==> config.mk <==
export PLATFORM = sky130hd
export DESIGN_NAME = ear_clipping_triangulator_top
export DESIGN_NICKNAME = d
export VERILOG_FILES = /design/src/hdl/eclip_pkg.sv /design/src/hdl/eclip_ram.sv /design/src/hdl/eclip_ctrl.sv /design/src/hdl/eclip_dp.sv /design/src/hdl/ear_clipping_triangulator_top.sv
export VERILOG_INCLUDE_DIRS = /design/src /design/src/hdl
export SDC_FILE = /design/constraint.sdc
export NUM_CORES = 2
export LEC_CHECK = 0
export BUFFER_PORTS_ARGS = -buffer_cell sky130_fd_sc_hd__buf_2
export CAP_MARGIN = 10
export CORE_MARGIN = 2
export CORE_UTILIZATION = 56
export CTS_CLUSTER_DIAMETER = 60
export CTS_CLUSTER_SIZE = 25
export DETAILED_ROUTE_END_ITERATION = 8
export GPL_TIMING_DRIVEN = 1
export PLACE_DENSITY_LB_ADDON = 0.05
export SLEW_MARGIN = 20
export SYNTH_ARGS = -nofsm -noshare
export SYNTH_HDL_FRONTEND = slang
export SYNTH_SLANG_ARGS = --single-unit
export TNS_END_PERCENT = 5
==> constraint.sdc <==
create_clock -name clk -period 12.8 [get_ports clk]
set_clock_uncertainty 0.15 [all_clocks]
set_input_delay 0.64 -clock clk [delete_from_list [all_inputs] [get_ports clk]]
set_output_delay 0.64 -clock clk [all_outputs]
set_load 0.05 [all_outputs]
==> src/hdl/ear_clipping_triangulator_top_defines.svh <==
// ----------------------------------------------------------------------------
// Ear clipping triangulator assertion macros
// Shared property templates for the assertions at the end of the top level.
// ----------------------------------------------------------------------------
`ifndef EAR_CLIPPING_TRIANGULATOR_TOP_DEFINES_SVH
`define EAR_CLIPPING_TRIANGULATOR_TOP_DEFINES_SVH

// same-cycle implication
`define ECLIP_ASSERT_NOW(lbl, ante, cons, msg) \
    lbl: assert property (@(posedge clk) disable iff (!rst_n) (ante) |-> (cons)) \
        else $error(msg);

// next-cycle implication
`define ECLIP_ASSERT_NEXT(lbl, ante, cons, msg) \
    lbl: assert property (@(posedge clk) disable iff (!rst_n) (ante) |=> (cons)) \
        else $error(msg);

`endif

==> src/hdl/eclip_pkg.sv <==
// ----------------------------------------------------------------------------
// eclip_pkg
// Types and constants shared by the ear clipping triangulator modules.
// ----------------------------------------------------------------------------
`timescale 1ns / 1ps
`default_nettype none

package eclip_pkg;

    localparam int MAX_VERTICES_DEF = 32;
    localparam int COORD_BITS_DEF   = 16;
    localparam int MIN_POLY         = 3;

    localparam logic [1:0] OUT_TRI   = 2'd0;
    localparam logic [1:0] OUT_NOEAR = 2'd1;
    localparam logic [1:0] OUT_FEW   = 2'd2;

    typedef enum logic [4:0] {
        S_IDLE,
        S_START,
        S_SCAN_B,
        S_FIND_A,
        S_FIND_C,
        S_RD_A,
        S_RD_B,
        S_RD_C,
        S_CAP_C,
        S_CONV,
        S_CONV_CHK,
        S_SCAN_J,
        S_CAP_P,
        S_IN1,
        S_IN1_CHK,
        S_IN2,
        S_IN2_CHK,
        S_IN3,
        S_IN3_CHK,
        S_EMIT_TRI,
        S_EMIT_FEW,
        S_EMIT_NOEAR
    } state_t;

    typedef enum logic [2:0] {
        CAP_NONE,
        CAP_A,
        CAP_B,
        CAP_C,
        CAP_P
    } cap_t;

    // orientation operand order (p1, p2, p3)
    typedef enum logic [1:0] {
        OS_BCA,
        OS_PAB,
        OS_PBC,
        OS_PCA
    } osel_t;

    typedef struct packed {
        logic       wr_en;
        cap_t       cap;
        osel_t      osel;
        logic       ogo;
        logic       out_load;
        logic       out_tri;
        logic [1:0] outcome;
        logic       last_res;
    } cmd_t;

    typedef struct packed {
        logic neg;
        logic out_free;
    } stat_t;

endpackage

`default_nettype wire

==> src/hdl/eclip_ram.sv <==
// ----------------------------------------------------------------------------
// eclip_ram
// Generic single write port, single read port RAM with registered read.
// ----------------------------------------------------------------------------
`timescale 1ns / 1ps
`default_nettype none

module eclip_ram #(
    parameter int WIDTH = 16,
    parameter int DEPTH = 32
) (
    input  wire logic                     clk,
    input  wire logic                     we,
    input  wire logic [$clog2(DEPTH)-1:0] waddr,
    input  wire logic [WIDTH-1:0]         wdata,
    input  wire logic [$clog2(DEPTH)-1:0] raddr,
    output logic      [WIDTH-1:0]         rdata
);

    logic [WIDTH-1:0] mem_reg [DEPTH];
    logic [WIDTH-1:0] rdata_reg;

    always_ff @(posedge clk)
    begin
        if (we)
        begin
            mem_reg[waddr] <= wdata;
        end
        rdata_reg <= mem_reg[raddr];
    end

    assign rdata = rdata_reg;

endmodule

`default_nettype wire

==> src/hdl/eclip_ctrl.sv <==
// ----------------------------------------------------------------------------
// eclip_ctrl
// Controller: vertex loading, remaining-vertex bookkeeping and ear search.
// ----------------------------------------------------------------------------
`timescale 1ns / 1ps
`default_nettype none

module eclip_ctrl import eclip_pkg::*; #(
    parameter int MAX_VERTICES = MAX_VERTICES_DEF
) (
    input  wire logic                            clk,
    input  wire logic                            rst_n,
    input  wire logic                            in_valid,
    input  wire logic                            is_last_vertex,
    output logic                                 in_ready,
    input  wire stat_t                           stat,
    output cmd_t                                 cmd,
    output logic [$clog2(MAX_VERTICES)-1:0]      wr_addr,
    output logic [$clog2(MAX_VERTICES)-1:0]      rd_addr
);

    localparam int IW = $clog2(MAX_VERTICES);
    localparam int CW = $clog2(MAX_VERTICES + 1);
    localparam logic [CW-1:0] MAXC = CW'(MAX_VERTICES);
    localparam logic [CW-1:0] MINC = CW'(MIN_POLY);

    state_t                  state_reg, state_next;
    logic [CW-1:0]           cnt_reg, cnt_next;
    logic [CW-1:0]           n_reg, n_next;
    logic [CW-1:0]           rem_reg, rem_next;
    logic [MAX_VERTICES-1:0] alive_reg, alive_next;
    logic [CW-1:0]           bi_reg, bi_next;
    logic [CW-1:0]           j_reg, j_next;
    logic [IW-1:0]           walk_reg, walk_next;
    logic [IW-1:0]           a_reg, a_next;
    logic [IW-1:0]           c_reg, c_next;

    logic [IW-1:0] bidx, jidx, prv, nxt;
    logic          b_hit, j_skip;

    assign bidx   = bi_reg[IW-1:0];
    assign jidx   = j_reg[IW-1:0];
    assign prv    = (walk_reg == '0) ? IW'(n_reg - 1'b1) : IW'(walk_reg - 1'b1);
    assign nxt    = (CW'(walk_reg) == n_reg - 1'b1) ? '0 : IW'(walk_reg + 1'b1);
    assign b_hit  = (bi_reg != n_reg) && alive_reg[bidx];
    assign j_skip = !alive_reg[jidx] || (jidx == a_reg) || (jidx == bidx)
                    || (jidx == c_reg);

    always_ff @(posedge clk or negedge rst_n)
    begin
        if (!rst_n)
        begin
            state_reg <= S_IDLE;
            cnt_reg   <= '0;
            n_reg     <= '0;
            rem_reg   <= '0;
            alive_reg <= '0;
            bi_reg    <= '0;
            j_reg     <= '0;
            walk_reg  <= '0;
            a_reg     <= '0;
            c_reg     <= '0;
        end
        else
        begin
            state_reg <= state_next;
            cnt_reg   <= cnt_next;
            n_reg     <= n_next;
            rem_reg   <= rem_next;
            alive_reg <= alive_next;
            bi_reg    <= bi_next;
            j_reg     <= j_next;
            walk_reg  <= walk_next;
            a_reg     <= a_next;
            c_reg     <= c_next;
        end
    end

    // next state
    always_comb
    begin
        state_next = state_reg;
        case (state_reg)
            S_IDLE:
            begin
                if (in_valid && is_last_vertex)
                begin
                    state_next = S_START;
                end
            end
            S_START:
            begin
                state_next = (n_reg < MINC) ? S_EMIT_FEW : S_SCAN_B;
            end
            S_SCAN_B:
            begin
                if (bi_reg == n_reg)
                begin
                    state_next = S_EMIT_NOEAR;
                end
                else if (b_hit)
                begin
                    state_next = S_FIND_A;
                end
            end
            S_FIND_A:
            begin
                if (alive_reg[prv])
                begin
                    state_next = S_FIND_C;
                end
            end
            S_FIND_C:
            begin
                if (alive_reg[nxt])
                begin
                    state_next = S_RD_A;
                end
            end
            S_RD_A:     state_next = S_RD_B;
            S_RD_B:     state_next = S_RD_C;
            S_RD_C:     state_next = S_CAP_C;
            S_CAP_C:    state_next = S_CONV;
            S_CONV:     state_next = S_CONV_CHK;
            S_CONV_CHK: state_next = stat.neg ? S_SCAN_J : S_SCAN_B;
            S_SCAN_J:
            begin
                if (j_reg == n_reg)
                begin
                    state_next = S_EMIT_TRI;
                end
                else if (!j_skip)
                begin
                    state_next = S_CAP_P;
                end
            end
            S_CAP_P:    state_next = S_IN1;
            S_IN1:      state_next = S_IN1_CHK;
            S_IN1_CHK:  state_next = stat.neg ? S_IN2 : S_SCAN_J;
            S_IN2:      state_next = S_IN2_CHK;
            S_IN2_CHK:  state_next = stat.neg ? S_IN3 : S_SCAN_J;
            S_IN3:      state_next = S_IN3_CHK;
            S_IN3_CHK:  state_next = stat.neg ? S_SCAN_B : S_SCAN_J;
            S_EMIT_TRI:
            begin
                if (stat.out_free)
                begin
                    state_next = (rem_reg == MINC) ? S_IDLE : S_SCAN_B;
                end
            end
            S_EMIT_FEW, S_EMIT_NOEAR:
            begin
                if (stat.out_free)
                begin
                    state_next = S_IDLE;
                end
            end
            default:    state_next = S_IDLE;
        endcase
    end

    // bookkeeping registers
    always_comb
    begin
        cnt_next   = cnt_reg;
        n_next     = n_reg;
        rem_next   = rem_reg;
        alive_next = alive_reg;
        bi_next    = bi_reg;
        j_next     = j_reg;
        walk_next  = walk_reg;
        a_next     = a_reg;
        c_next     = c_reg;
        case (state_reg)
            S_IDLE:
            begin
                if (in_valid)
                begin
                    if (cnt_reg < MAXC)
                    begin
                        cnt_next = cnt_reg + 1'b1;
                    end
                    if (is_last_vertex)
                    begin
                        n_next   = (cnt_reg < MAXC) ? cnt_reg + 1'b1 : cnt_reg;
                        cnt_next = '0;
                    end
                end
            end
            S_START:
            begin
                rem_next = n_reg;
                bi_next  = '0;
                for (int i = 0; i < MAX_VERTICES; i++)
                begin
                    alive_next[i] = (CW'(i) < n_reg);
                end
            end
            S_SCAN_B:
            begin
                if (b_hit)
                begin
                    walk_next = bidx;
                end
                else if (bi_reg != n_reg)
                begin
                    bi_next = bi_reg + 1'b1;
                end
            end
            S_FIND_A:
            begin
                walk_next = prv;
                if (alive_reg[prv])
                begin
                    a_next    = prv;
                    walk_next = bidx;
                end
            end
            S_FIND_C:
            begin
                walk_next = nxt;
                if (alive_reg[nxt])
                begin
                    c_next = nxt;
                end
            end
            S_CONV_CHK:
            begin
                if (stat.neg)
                begin
                    j_next = '0;
                end
                else
                begin
                    bi_next = bi_reg + 1'b1;
                end
            end
            S_SCAN_J:
            begin
                if (j_reg != n_reg && j_skip)
                begin
                    j_next = j_reg + 1'b1;
                end
            end
            S_IN1_CHK, S_IN2_CHK:
            begin
                if (!stat.neg)
                begin
                    j_next = j_reg + 1'b1;
                end
            end
            S_IN3_CHK:
            begin
                if (stat.neg)
                begin
                    bi_next = bi_reg + 1'b1;
                end
                else
                begin
                    j_next = j_reg + 1'b1;
                end
            end
            S_EMIT_TRI:
            begin
                if (stat.out_free)
                begin
                    alive_next[bidx] = 1'b0;
                    rem_next         = rem_reg - 1'b1;
                    bi_next          = '0;
                end
            end
            default:
            begin
                cnt_next = cnt_reg;
            end
        endcase
    end

    // outputs
    always_comb
    begin
        in_ready     = 1'b0;
        cmd          = '0;
        cmd.cap      = CAP_NONE;
        cmd.osel     = OS_BCA;
        cmd.outcome  = OUT_TRI;
        rd_addr      = '0;
        wr_addr      = cnt_reg[IW-1:0];
        case (state_reg)
            S_IDLE:
            begin
                in_ready   = 1'b1;
                cmd.wr_en  = in_valid && (cnt_reg < MAXC);
            end
            S_RD_A:
            begin
                rd_addr = a_reg;
            end
            S_RD_B:
            begin
                rd_addr = bidx;
                cmd.cap = CAP_A;
            end
            S_RD_C:
            begin
                rd_addr = c_reg;
                cmd.cap = CAP_B;
            end
            S_CAP_C:
            begin
                cmd.cap = CAP_C;
            end
            S_CONV:
            begin
                cmd.ogo  = 1'b1;
                cmd.osel = OS_BCA;
            end
            S_SCAN_J:
            begin
                rd_addr = jidx;
            end
            S_CAP_P:
            begin
                cmd.cap = CAP_P;
            end
            S_IN1:
            begin
                cmd.ogo  = 1'b1;
                cmd.osel = OS_PAB;
            end
            S_IN2:
            begin
                cmd.ogo  = 1'b1;
                cmd.osel = OS_PBC;
            end
            S_IN3:
            begin
                cmd.ogo  = 1'b1;
                cmd.osel = OS_PCA;
            end
            S_EMIT_TRI:
            begin
                cmd.out_load = stat.out_free;
                cmd.out_tri  = 1'b1;
                cmd.outcome  = OUT_TRI;
                cmd.last_res = (rem_reg == MINC);
            end
            S_EMIT_FEW:
            begin
                cmd.out_load = stat.out_free;
                cmd.outcome  = OUT_FEW;
                cmd.last_res = 1'b1;
            end
            S_EMIT_NOEAR:
            begin
                cmd.out_load = stat.out_free;
                cmd.outcome  = OUT_NOEAR;
                cmd.last_res = 1'b1;
            end
            default:
            begin
                in_ready = 1'b0;
            end
        endcase
    end

endmodule

`default_nettype wire

==> src/hdl/eclip_dp.sv <==
// ----------------------------------------------------------------------------
// eclip_dp
// Datapath: vertex store, corner registers, orientation unit, result register.
// ----------------------------------------------------------------------------
`timescale 1ns / 1ps
`default_nettype none

module eclip_dp import eclip_pkg::*; #(
    parameter int MAX_VERTICES = MAX_VERTICES_DEF,
    parameter int COORD_BITS   = COORD_BITS_DEF
) (
    input  wire logic                               clk,
    input  wire logic                               rst_n,
    input  wire cmd_t                               cmd,
    input  wire logic [$clog2(MAX_VERTICES)-1:0]    wr_addr,
    input  wire logic [$clog2(MAX_VERTICES)-1:0]    rd_addr,
    input  wire logic signed [COORD_BITS-1:0]       vertex_x,
    input  wire logic signed [COORD_BITS-1:0]       vertex_y,
    input  wire logic                               out_ready,
    output stat_t                                   stat,
    output logic                                    out_valid,
    output logic signed [COORD_BITS-1:0]            first_x,
    output logic signed [COORD_BITS-1:0]            first_y,
    output logic signed [COORD_BITS-1:0]            ear_x,
    output logic signed [COORD_BITS-1:0]            ear_y,
    output logic signed [COORD_BITS-1:0]            third_x,
    output logic signed [COORD_BITS-1:0]            third_y,
    output logic [1:0]                              outcome,
    output logic                                    is_final
);

    localparam int DW = COORD_BITS + 1;
    localparam int PW = 2 * DW;

    logic [COORD_BITS-1:0] rx, ry;

    eclip_ram #(.WIDTH(COORD_BITS), .DEPTH(MAX_VERTICES)) u_xram (
        .clk   (clk),
        .we    (cmd.wr_en),
        .waddr (wr_addr),
        .wdata (vertex_x),
        .raddr (rd_addr),
        .rdata (rx)
    );

    eclip_ram #(.WIDTH(COORD_BITS), .DEPTH(MAX_VERTICES)) u_yram (
        .clk   (clk),
        .we    (cmd.wr_en),
        .waddr (wr_addr),
        .wdata (vertex_y),
        .raddr (rd_addr),
        .rdata (ry)
    );

    logic signed [COORD_BITS-1:0] ax_reg, ay_reg, bx_reg, by_reg;
    logic signed [COORD_BITS-1:0] cx_reg, cy_reg, px_reg, py_reg;

    always_ff @(posedge clk)
    begin
        case (cmd.cap)
            CAP_A:
            begin
                ax_reg <= rx;
                ay_reg <= ry;
            end
            CAP_B:
            begin
                bx_reg <= rx;
                by_reg <= ry;
            end
            CAP_C:
            begin
                cx_reg <= rx;
                cy_reg <= ry;
            end
            CAP_P:
            begin
                px_reg <= rx;
                py_reg <= ry;
            end
            default:
            begin
                ax_reg <= ax_reg;
            end
        endcase
    end

    // orientation: sign of (p1 - p3) x (p2 - p3)
    logic signed [COORD_BITS-1:0] x1, y1, x2, y2, x3, y3;
    logic signed [DW-1:0]         dx1, dy1, dx2, dy2;
    logic signed [PW-1:0]         prod1_reg, prod1_next, prod2_reg, prod2_next;

    always_comb
    begin
        case (cmd.osel)
            OS_BCA:
            begin
                x1 = bx_reg; y1 = by_reg; x2 = cx_reg; y2 = cy_reg;
                x3 = ax_reg; y3 = ay_reg;
            end
            OS_PAB:
            begin
                x1 = px_reg; y1 = py_reg; x2 = ax_reg; y2 = ay_reg;
                x3 = bx_reg; y3 = by_reg;
            end
            OS_PBC:
            begin
                x1 = px_reg; y1 = py_reg; x2 = bx_reg; y2 = by_reg;
                x3 = cx_reg; y3 = cy_reg;
            end
            OS_PCA:
            begin
                x1 = px_reg; y1 = py_reg; x2 = cx_reg; y2 = cy_reg;
                x3 = ax_reg; y3 = ay_reg;
            end
            default:
            begin
                x1 = bx_reg; y1 = by_reg; x2 = cx_reg; y2 = cy_reg;
                x3 = ax_reg; y3 = ay_reg;
            end
        endcase
        dx1        = DW'(x1) - DW'(x3);
        dy1        = DW'(y1) - DW'(y3);
        dx2        = DW'(x2) - DW'(x3);
        dy2        = DW'(y2) - DW'(y3);
        prod1_next = PW'(dx1) * PW'(dy2);
        prod2_next = PW'(dx2) * PW'(dy1);
    end

    always_ff @(posedge clk)
    begin
        if (cmd.ogo)
        begin
            prod1_reg <= prod1_next;
            prod2_reg <= prod2_next;
        end
    end

    // result register
    logic                         out_valid_reg, out_valid_next;
    logic signed [COORD_BITS-1:0] fx_reg, fy_reg, ex_reg, ey_reg, tx_reg, ty_reg;
    logic [1:0]                   outcome_reg;
    logic                         final_reg;

    assign out_valid_next = cmd.out_load | (out_valid_reg & ~out_ready);

    always_ff @(posedge clk or negedge rst_n)
    begin
        if (!rst_n)
        begin
            out_valid_reg <= 1'b0;
        end
        else
        begin
            out_valid_reg <= out_valid_next;
        end
    end

    always_ff @(posedge clk)
    begin
        if (cmd.out_load)
        begin
            fx_reg      <= cmd.out_tri ? ax_reg : '0;
            fy_reg      <= cmd.out_tri ? ay_reg : '0;
            ex_reg      <= cmd.out_tri ? bx_reg : '0;
            ey_reg      <= cmd.out_tri ? by_reg : '0;
            tx_reg      <= cmd.out_tri ? cx_reg : '0;
            ty_reg      <= cmd.out_tri ? cy_reg : '0;
            outcome_reg <= cmd.outcome;
            final_reg   <= cmd.last_res;
        end
    end

    assign stat.neg      = (prod1_reg < prod2_reg);
    assign stat.out_free = ~out_valid_reg | out_ready;

    assign out_valid = out_valid_reg;
    assign first_x   = fx_reg;
    assign first_y   = fy_reg;
    assign ear_x     = ex_reg;
    assign ear_y     = ey_reg;
    assign third_x   = tx_reg;
    assign third_y   = ty_reg;
    assign outcome   = outcome_reg;
    assign is_final  = final_reg;

endmodule

`default_nettype wire

==> src/hdl/ear_clipping_triangulator_top.sv <==
// ----------------------------------------------------------------------------
// ear_clipping_triangulator_top
// Ear clipping triangulator for clockwise polygons with integer vertices.
// ----------------------------------------------------------------------------
// Vertices are taken one per cycle and written to the vertex store; vertices
// beyond MAX_VERTICES are dropped. The transfer marked is_last_vertex starts
// clipping and input stays stalled until the polygon's final result has been
// loaded into the output register. Each ear candidate first walks to its
// live neighbors and then gets a turn test, and every other remaining vertex
// is checked against it for lying inside the candidate triangle. The search
// is serialized by the single orientation unit and the single read port of
// the vertex store.
// One triangle result per clipped ear, then either the last triangle carries
// is_final or a status result (no ear, or fewer than three vertices) does.
// fill_color is held for software and does not affect results.
// ----------------------------------------------------------------------------
`timescale 1ns / 1ps
`default_nettype none

`include "ear_clipping_triangulator_top_defines.svh"

module ear_clipping_triangulator_top import eclip_pkg::*; #(
    parameter int MAX_VERTICES = MAX_VERTICES_DEF,
    parameter int COORD_BITS   = COORD_BITS_DEF
) (
    input  wire logic                         clk,
    input  wire logic                         rst_n,
    input  wire logic                         cfg_valid,
    output logic                              cfg_ready,
    input  wire logic [31:0]                  cfg_data,
    input  wire logic                         in_valid,
    output logic                              in_ready,
    input  wire logic signed [COORD_BITS-1:0] vertex_x,
    input  wire logic signed [COORD_BITS-1:0] vertex_y,
    input  wire logic                         is_last_vertex,
    output logic                              out_valid,
    input  wire logic                         out_ready,
    output logic signed [COORD_BITS-1:0]      first_x,
    output logic signed [COORD_BITS-1:0]      first_y,
    output logic signed [COORD_BITS-1:0]      ear_x,
    output logic signed [COORD_BITS-1:0]      ear_y,
    output logic signed [COORD_BITS-1:0]      third_x,
    output logic signed [COORD_BITS-1:0]      third_y,
    output logic [1:0]                        outcome,
    output logic                              is_final
);

    localparam int IW = $clog2(MAX_VERTICES);

    logic [31:0] fill_color_reg;

    always_ff @(posedge clk or negedge rst_n)
    begin
        if (!rst_n)
        begin
            fill_color_reg <= '0;
        end
        else if (cfg_valid)
        begin
            fill_color_reg <= cfg_data;
        end
    end

    assign cfg_ready = 1'b1;

    cmd_t          cmd;
    stat_t         stat;
    logic [IW-1:0] wr_addr, rd_addr;

    eclip_ctrl #(.MAX_VERTICES(MAX_VERTICES)) u_ctrl (
        .clk            (clk),
        .rst_n          (rst_n),
        .in_valid       (in_valid),
        .is_last_vertex (is_last_vertex),
        .in_ready       (in_ready),
        .stat           (stat),
        .cmd            (cmd),
        .wr_addr        (wr_addr),
        .rd_addr        (rd_addr)
    );

    eclip_dp #(.MAX_VERTICES(MAX_VERTICES), .COORD_BITS(COORD_BITS)) u_dp (
        .clk       (clk),
        .rst_n     (rst_n),
        .cmd       (cmd),
        .wr_addr   (wr_addr),
        .rd_addr   (rd_addr),
        .vertex_x  (vertex_x),
        .vertex_y  (vertex_y),
        .out_ready (out_ready),
        .stat      (stat),
        .out_valid (out_valid),
        .first_x   (first_x),
        .first_y   (first_y),
        .ear_x     (ear_x),
        .ear_y     (ear_y),
        .third_x   (third_x),
        .third_y   (third_y),
        .outcome   (outcome),
        .is_final  (is_final)
    );

    `ECLIP_ASSERT_NEXT(a_last_stalls, in_valid && in_ready && is_last_vertex, !in_ready, "input not stalled after last vertex")
    `ECLIP_ASSERT_NOW(a_status_final, out_valid && (outcome != OUT_TRI), is_final, "status result not final")
    `ECLIP_ASSERT_NOW(a_status_zero, out_valid && (outcome != OUT_TRI), (first_x == '0) && (ear_y == '0) && (third_x == '0), "status result carries coordinates")

endmodule

`default_nettype wire
---- Word level (Yosys, flattened, before mapping) ----
Memory sizes are Yosys's and may differ from the RTL's. A register that Yosys moved wholly into a read port is not among the register bits.
Index checks and enable logic that the tools add are counted.
operators by class
  add/sub/neg operators ................... 11
  $mul .................................... 2
  reductions and logical operators ........ 30
  shifts and indexed selects .............. 0
  eq/ne operators ......................... 52
  order comparisons ....................... 40
  bitwise operators ....................... 7
  mux-type cells .......................... 63
  divide/modulo/power cells ............... 0
operators by type and width
  operator               count
  $pmux W16 S3           4
  $pmux W5 S21           1
  $lt A5 B6 Y1 const A   16
  $mux W5                15
  $mul A17 B17 Y34       2
  $sub A16 B16 Y17       4
  $mux W6                11
  $pmux W16 S2           2
  $pmux W32 S2           1
  $lt A4 B6 Y1 const A   8
  $eq A5 B4 Y1 const B   8
  $lt A34 B34 Y1         1
  $and A32 B32 Y32       1
  $mux W32               1
  $not A32 Y32           1
  $eq A5 B5 Y1 const B   6
  $pmux W6 S5            1
  $lt A3 B6 Y1 const A   4
  $lt A5 B6 Y1 const B   4
  $pmux W3 S4            2
  $bmux W1 S5            4
  $eq A5 B3 Y1 const B   4
  $pmux W5 S4            1
  $add A6 B1 Y6 const B  3
  51 further kinds       100
word-level totals
  output and inout port bits .............. 102
  memories ................................ 2
  RAM bits ................................ 1,024
  memory bits (read-only) ................. 0
  bits in registers ....................... 378
  bits in latches ......................... 0
  bits of input ports ..................... 70
memories
  memory               depth  bits a word  rd ports  clocked after memory_dff  wr ports  line             RTL
  u_dp.u_xram.mem_reg  32     16           1         1                         1         eclip_ram.sv:20  logic [WIDTH-1:0] mem_reg [DEPTH];
  u_dp.u_yram.mem_reg  32     16           1         1                         1         eclip_ram.sv:20

---- Depth between registers and ports, before layout ----
  depth after elaboration ................. 9
  gate-level depth with buffers ........... 49
  depth with buffers taken out ............ 43

---- Modules after synthesis ----
Synthesis repeated with hierarchy kept, for this count alone.
second synthesis, totals
  cell total of the unflattened synthesis .. 6,681
  area total of the unflattened synthesis .. 84,482.3 µm²
modules (own cells, without submodules)
  module                         area each (µm²)  times used  cells each
  eclip_dp                       36,541.3         1           3,581
  eclip_ram at u_dp.u_yram       20,535.9         1           1,143
  eclip_ram at u_dp.u_xram       20,534.7         1           1,143
  eclip_ctrl                     6,859.1          1           812
  ear_clipping_triangulator_top  11.3             1           2

---- Worst setup path after synthesis ----
OpenSTA, ideal clock, no wires.
  kind .................................... flip-flop to flip-flop
  start point ............................. register u_ctrl.state_reg[3]
  end point ............................... register u_dp.prod2_reg[33], data pin
  clock period less this slack ............ 11.355 ns
  data arrival time ....................... 10.945 ns
  slack ................................... 1.445 ns
  buffers on the path ..................... 7
  stages on the path, launching flop included .. 50
  data required time ...................... 12.390 ns
  path through ............................ dfrtp_1 clkbuf_1 nor2b_1 and2_1 nand2_1 o21ai_0 and2_1 inv_1 ha_1 buf_2 buf_1 clkbuf_1 clkbuf_1 buf_1 nand2_1 o21ai_0 ha_1 inv_1 [14 not listed] inv_1 fa_1 inv_1 fa_1 fa_1 inv_1 fa_1 inv_1 ha_1 o21a_1 o21ai_0 a21oi_1 and3_1 a221oi_1 o211ai_1 a31o_2 a21oi_1 xnor2_1
between the ends
  word-level cells in the longest chain between the ends .. 7
  elaborated cells between the ends (all ways) .. 18
  those cells by class .................... add/sub: 2; mul: 1; eq/ne: 7; mux: 5; reduce/logical: 3
RTL lines
  what                                                                   line                              RTL
  start: declaration                                                     eclip_ctrl.sv:27                  state_t state_reg, state_next;
  start signal: assignment                                               eclip_ctrl.sv:66                  state_reg <= state_next;
  $eq A5 B5 Y1 / $eq A5 B4 Y1 (equally long branches)                    eclip_ctrl.sv:289                 case (state_reg)
  $pmux W3 S4 *                                                          eclip_ctrl.sv:289
  $eq A2 B1 Y1, or another cell as far along                             eclip_dp.sv:95                    case (cmd.osel)
  $reduce_or A3 Y1 (no line) / $reduce_or A2 Y1 (equally long branches)  --
  $pmux W16 S2 / $pmux W16 S3 (equally long branches)                    eclip_dp.sv:95
  $sub A16 B16 Y17 (on tied branches)                                    eclip_dp.sv:123, eclip_dp.sv:124
  $mul A17 B17 Y34 *                                                     eclip_dp.sv:127                   prod2_next = PW'(dx2) * PW'(dy1);
  via u_dp.prod2_next[33]                                                eclip_dp.sv:91                    logic signed [PW-1:0] prod1_reg, prod1_next, prod2_reg, prod2_next;
  end signal: assignment                                                 eclip_dp.sv:135                   prod2_reg <= prod2_next;
  end: declaration                                                       eclip_dp.sv:91
The timed path passes the listed nets; every way through them passes the cells marked *.
A chain may end at the register's enable or synchronous reset.

---- Worst setup path after layout ----
Ends and elaborated chain as after synthesis.

==> impl_metrics.tcl <==
set metrics [dict create \
    status "complete, no violations" \
    dieArea_mm2 0.153 \
    placed_area_mm2 0.0875 \
    cp_num_buf_inv 11 \
    drive_above_1_share_pct 8.81 \
    startpoint "u_ctrl.state_reg[3]$_DFFE_PN0P_" \
    ys_warn_count 0 \
    num_vias 57200 \
    synth_edf_count 1319 \
    num_io_pins 172 \
    cap_violations 0 \
    seq_area_mm2 0.0423 \
    multiInputGateArea_mm2 0.0380 \
    drv_slew 0 \
    grt.total_usage_pct 31.2 \
    critPathLaunchType "flop" \
    worstMarginPinSlew_ps 1260 \
    finish.utilization_pct 61.2 \
    synth_area_mm2 0.0841 \
    rsz0062_at_grt "no" \
    clock_latency_ps 790 \
    fin_area_mm2 0.0914 \
    cts_tree "built" \
    grt_pass1_vias 55800 \
    worst_path_max_delay_cell "dfrtp_1" \
    setup_tns_ps 0 \
    fmax_mhz 82.2 \
    cts_sinks 1434 \
    wirelength_um 238000 \
    nNetsFinal 8367 \
    num_rows 142 \
    yosysSeqAreaShare_pct 50.3 \
    layout_min_cycle_time_ps 12160 \
    crit_cells 44 \
    syn_to_final_growth_pct 8.67 \
    reg2regPathDepth 44 \
    holdWs_ps 116 \
    period_share_pct 95.0 \
    critPathKind "flop to flop" \
    syn_area_per_cell_um2 11.4 \
    cts.reportedPaths.clkPinSlew_ps 80 \
    crit_family "compound AO/OA/AOI/OAI gates" \
    cts.htree.levels 3 \
    synth_cell_types 89 \
    initial_core_util_pct 56.3 \
    die_w_um 391 \
    grt_pass1_wl_um 352000 \
    hold_viol 0 \
    via_per_inst 6.00 \
    synth_ff_type "edfxtp_1" \
    end_kind "flop" \
    die_height_um 391 \
    slew_headroom_pct 15.7 \
    crit_required_ps 13150 \
    synth_async_sr_flop_share_pct 5.79 \
    cpPeakStageDelay_ps 540 \
    first_iter_violations 5262 \
    synth_top_area_share_pct 47.1 \
    ys_ff_latch 1434 \
    postCtsSetupBuffers 0 \
    rr_startpoint "u_ctrl.state_reg[3]$_DFFE_PN0P_" \
    core_mm2 0.149 \
    drc 0 \
    hp-class "primary input to flop" \
    crit_fanout 16 \
    synthTopCellsByArea "edfxtp_1 47%, fa_1 14%, nand2_1 6.6%" \
    hold_depth 2 \
    dp.final_hpwl_um 154000 \
    fillers 12000 \
    wire_per_inst_um 24.9 \
    clockBufferDepth 3 \
    grt_max_degree 150 \
    port_buffers 137 \
    arrival_ps 12510 \
    synth_cells 7404 \
    syn-num-nets 8350 \
    numCtsBuffers 106 \
    worstHoldStart "is_last_vertex" \
    drt-pass1-iter-count 6 \
    synth_top_cell_by_area "edfxtp_1" \
    gp_congestion 0.927 \
    setup_viol 0 \
    antenna_found_initial 34 \
    ant_nets 0 \
    clockRootBuffer "clkbuf_16" \
    grt_overflow 0 \
]
## path summary, 6_finish.rpt
path	to	slack, ps
setup / recovery	u_dp.prod2_reg[33]$_DFFE_PP_	640
hold / removal	u_ctrl.cnt_reg[5]$_DFFE_PN0P_	120
setup reg to reg	u_dp.prod2_reg[33]$_DFFE_PP_	640
hold reg to reg	u_dp.cy_reg[10]$_DFFE_PN_	320
max in group asynchronous	u_ctrl.j_reg[2]$_DFFE_PN0P_	11130
min in group asynchronous	u_ctrl.alive_reg[20]$_DFFE_PN0P_	210
## cells in the final DEF, fill, tap and decap left out, drive strengths merged, types with 32 or more instances in the layout
master     n
clkinv    37
clkbuf   110
xnor2    125
a211oi    41
dfrtp     83
a22oi     38
a21o      82
nand3    302
inv      746
a21oi    201
fa       597
nor3      55
xor2      63
mux2      37
dfxtp     32
nor2b     69
nand2b    43
mux4      35
nand2   1474
buf      302
ha       279
nor2     306
o21ai    214
a221o     32
and3     147
edfxtp  1319
a311oi   194
a31oi     79
and2     189
## synth_stat cells, drive strengths merged (32+ instances only)
library cell	count
nor2b	69
a221o	32
fa	597
and3	147
a211oi	41
o21ai	214
xnor2	125
buf	71
mux4	35
nand2	1474
nor3	55
a21o	82
dfxtp	32
inv	705
and2	189
a22oi	38
a31oi	79
xor2	63
a21oi	201
nor2	306
clkbuf	323
edfxtp	1319
ha	279
nand3	302
nand2b	43
a311oi	194
dfrtp	83
mux2	37
## stage by stage
stage | setup slack [ps] | std cells
2_1_floorplan | 1450 | 7404
3_3_place_gp | 544 | 9328
3_5_place_dp | 521 | 9328
4_1_cts | 551 | 9530
5_1_grt | 23.8 | 9531
6_report | 639 | 9535
## worst register-to-register path, delay by kind of cell, from the launching register on
kind	cells	cell delay, ps
buf+inv	11	1500
simple gates	5	1030
compound gates	17	4270
xor+xnor	2	340
fa+ha+maj	9	4120
flops	1	540
## per-layer routing
layer	share of wire (%)	vias to the layer above	global-route usage (%)
met5	0.046	-	0
met4	4.2	18	12.3
met3	7.2	489	4.50
met2	49	2320	52.0
met1	40	28800	41.4
li1	-	25600	-
## kinds of logic after synthesis
family / share of synthesized area (%)
AND/OR/NAND/NOR: 14.2
flip-flops: 50.3
buffers and inverters: 5.00
AO/OA/AOI/OAI: 8.48
adder cells (fa/ha/maj): 18.4
XOR/XNOR: 1.96
multiplexers: 1.64
other: 0.00446
## what timing repair did
item                                    in CTS  in global routing
hold buffers                                 1                  0
endpoints found under the setup margin       0                  4
endpoints found under the hold margin       30                  0
gates resized for setup                      0                  5
## cell type report
| cell class | instances | share of cell area, % |
|---|---|---|
| inverters | 705 | 2.90 |
| flip-flops and latches | 1434 | 46.3 |
| clock buffers | 110 | 2.92 |
| clock inverters | 91 | 1.27 |
| multi-input cells | 4871 | 41.6 |
| diodes | 5 | 0.0137 |
| repair buffers | 303 | 2.20 |
| well taps | 2016 | 2.76 |
Power is not shown: default switching activity piles up to over one toggle a cycle in this logic, so the estimate is an artifact.
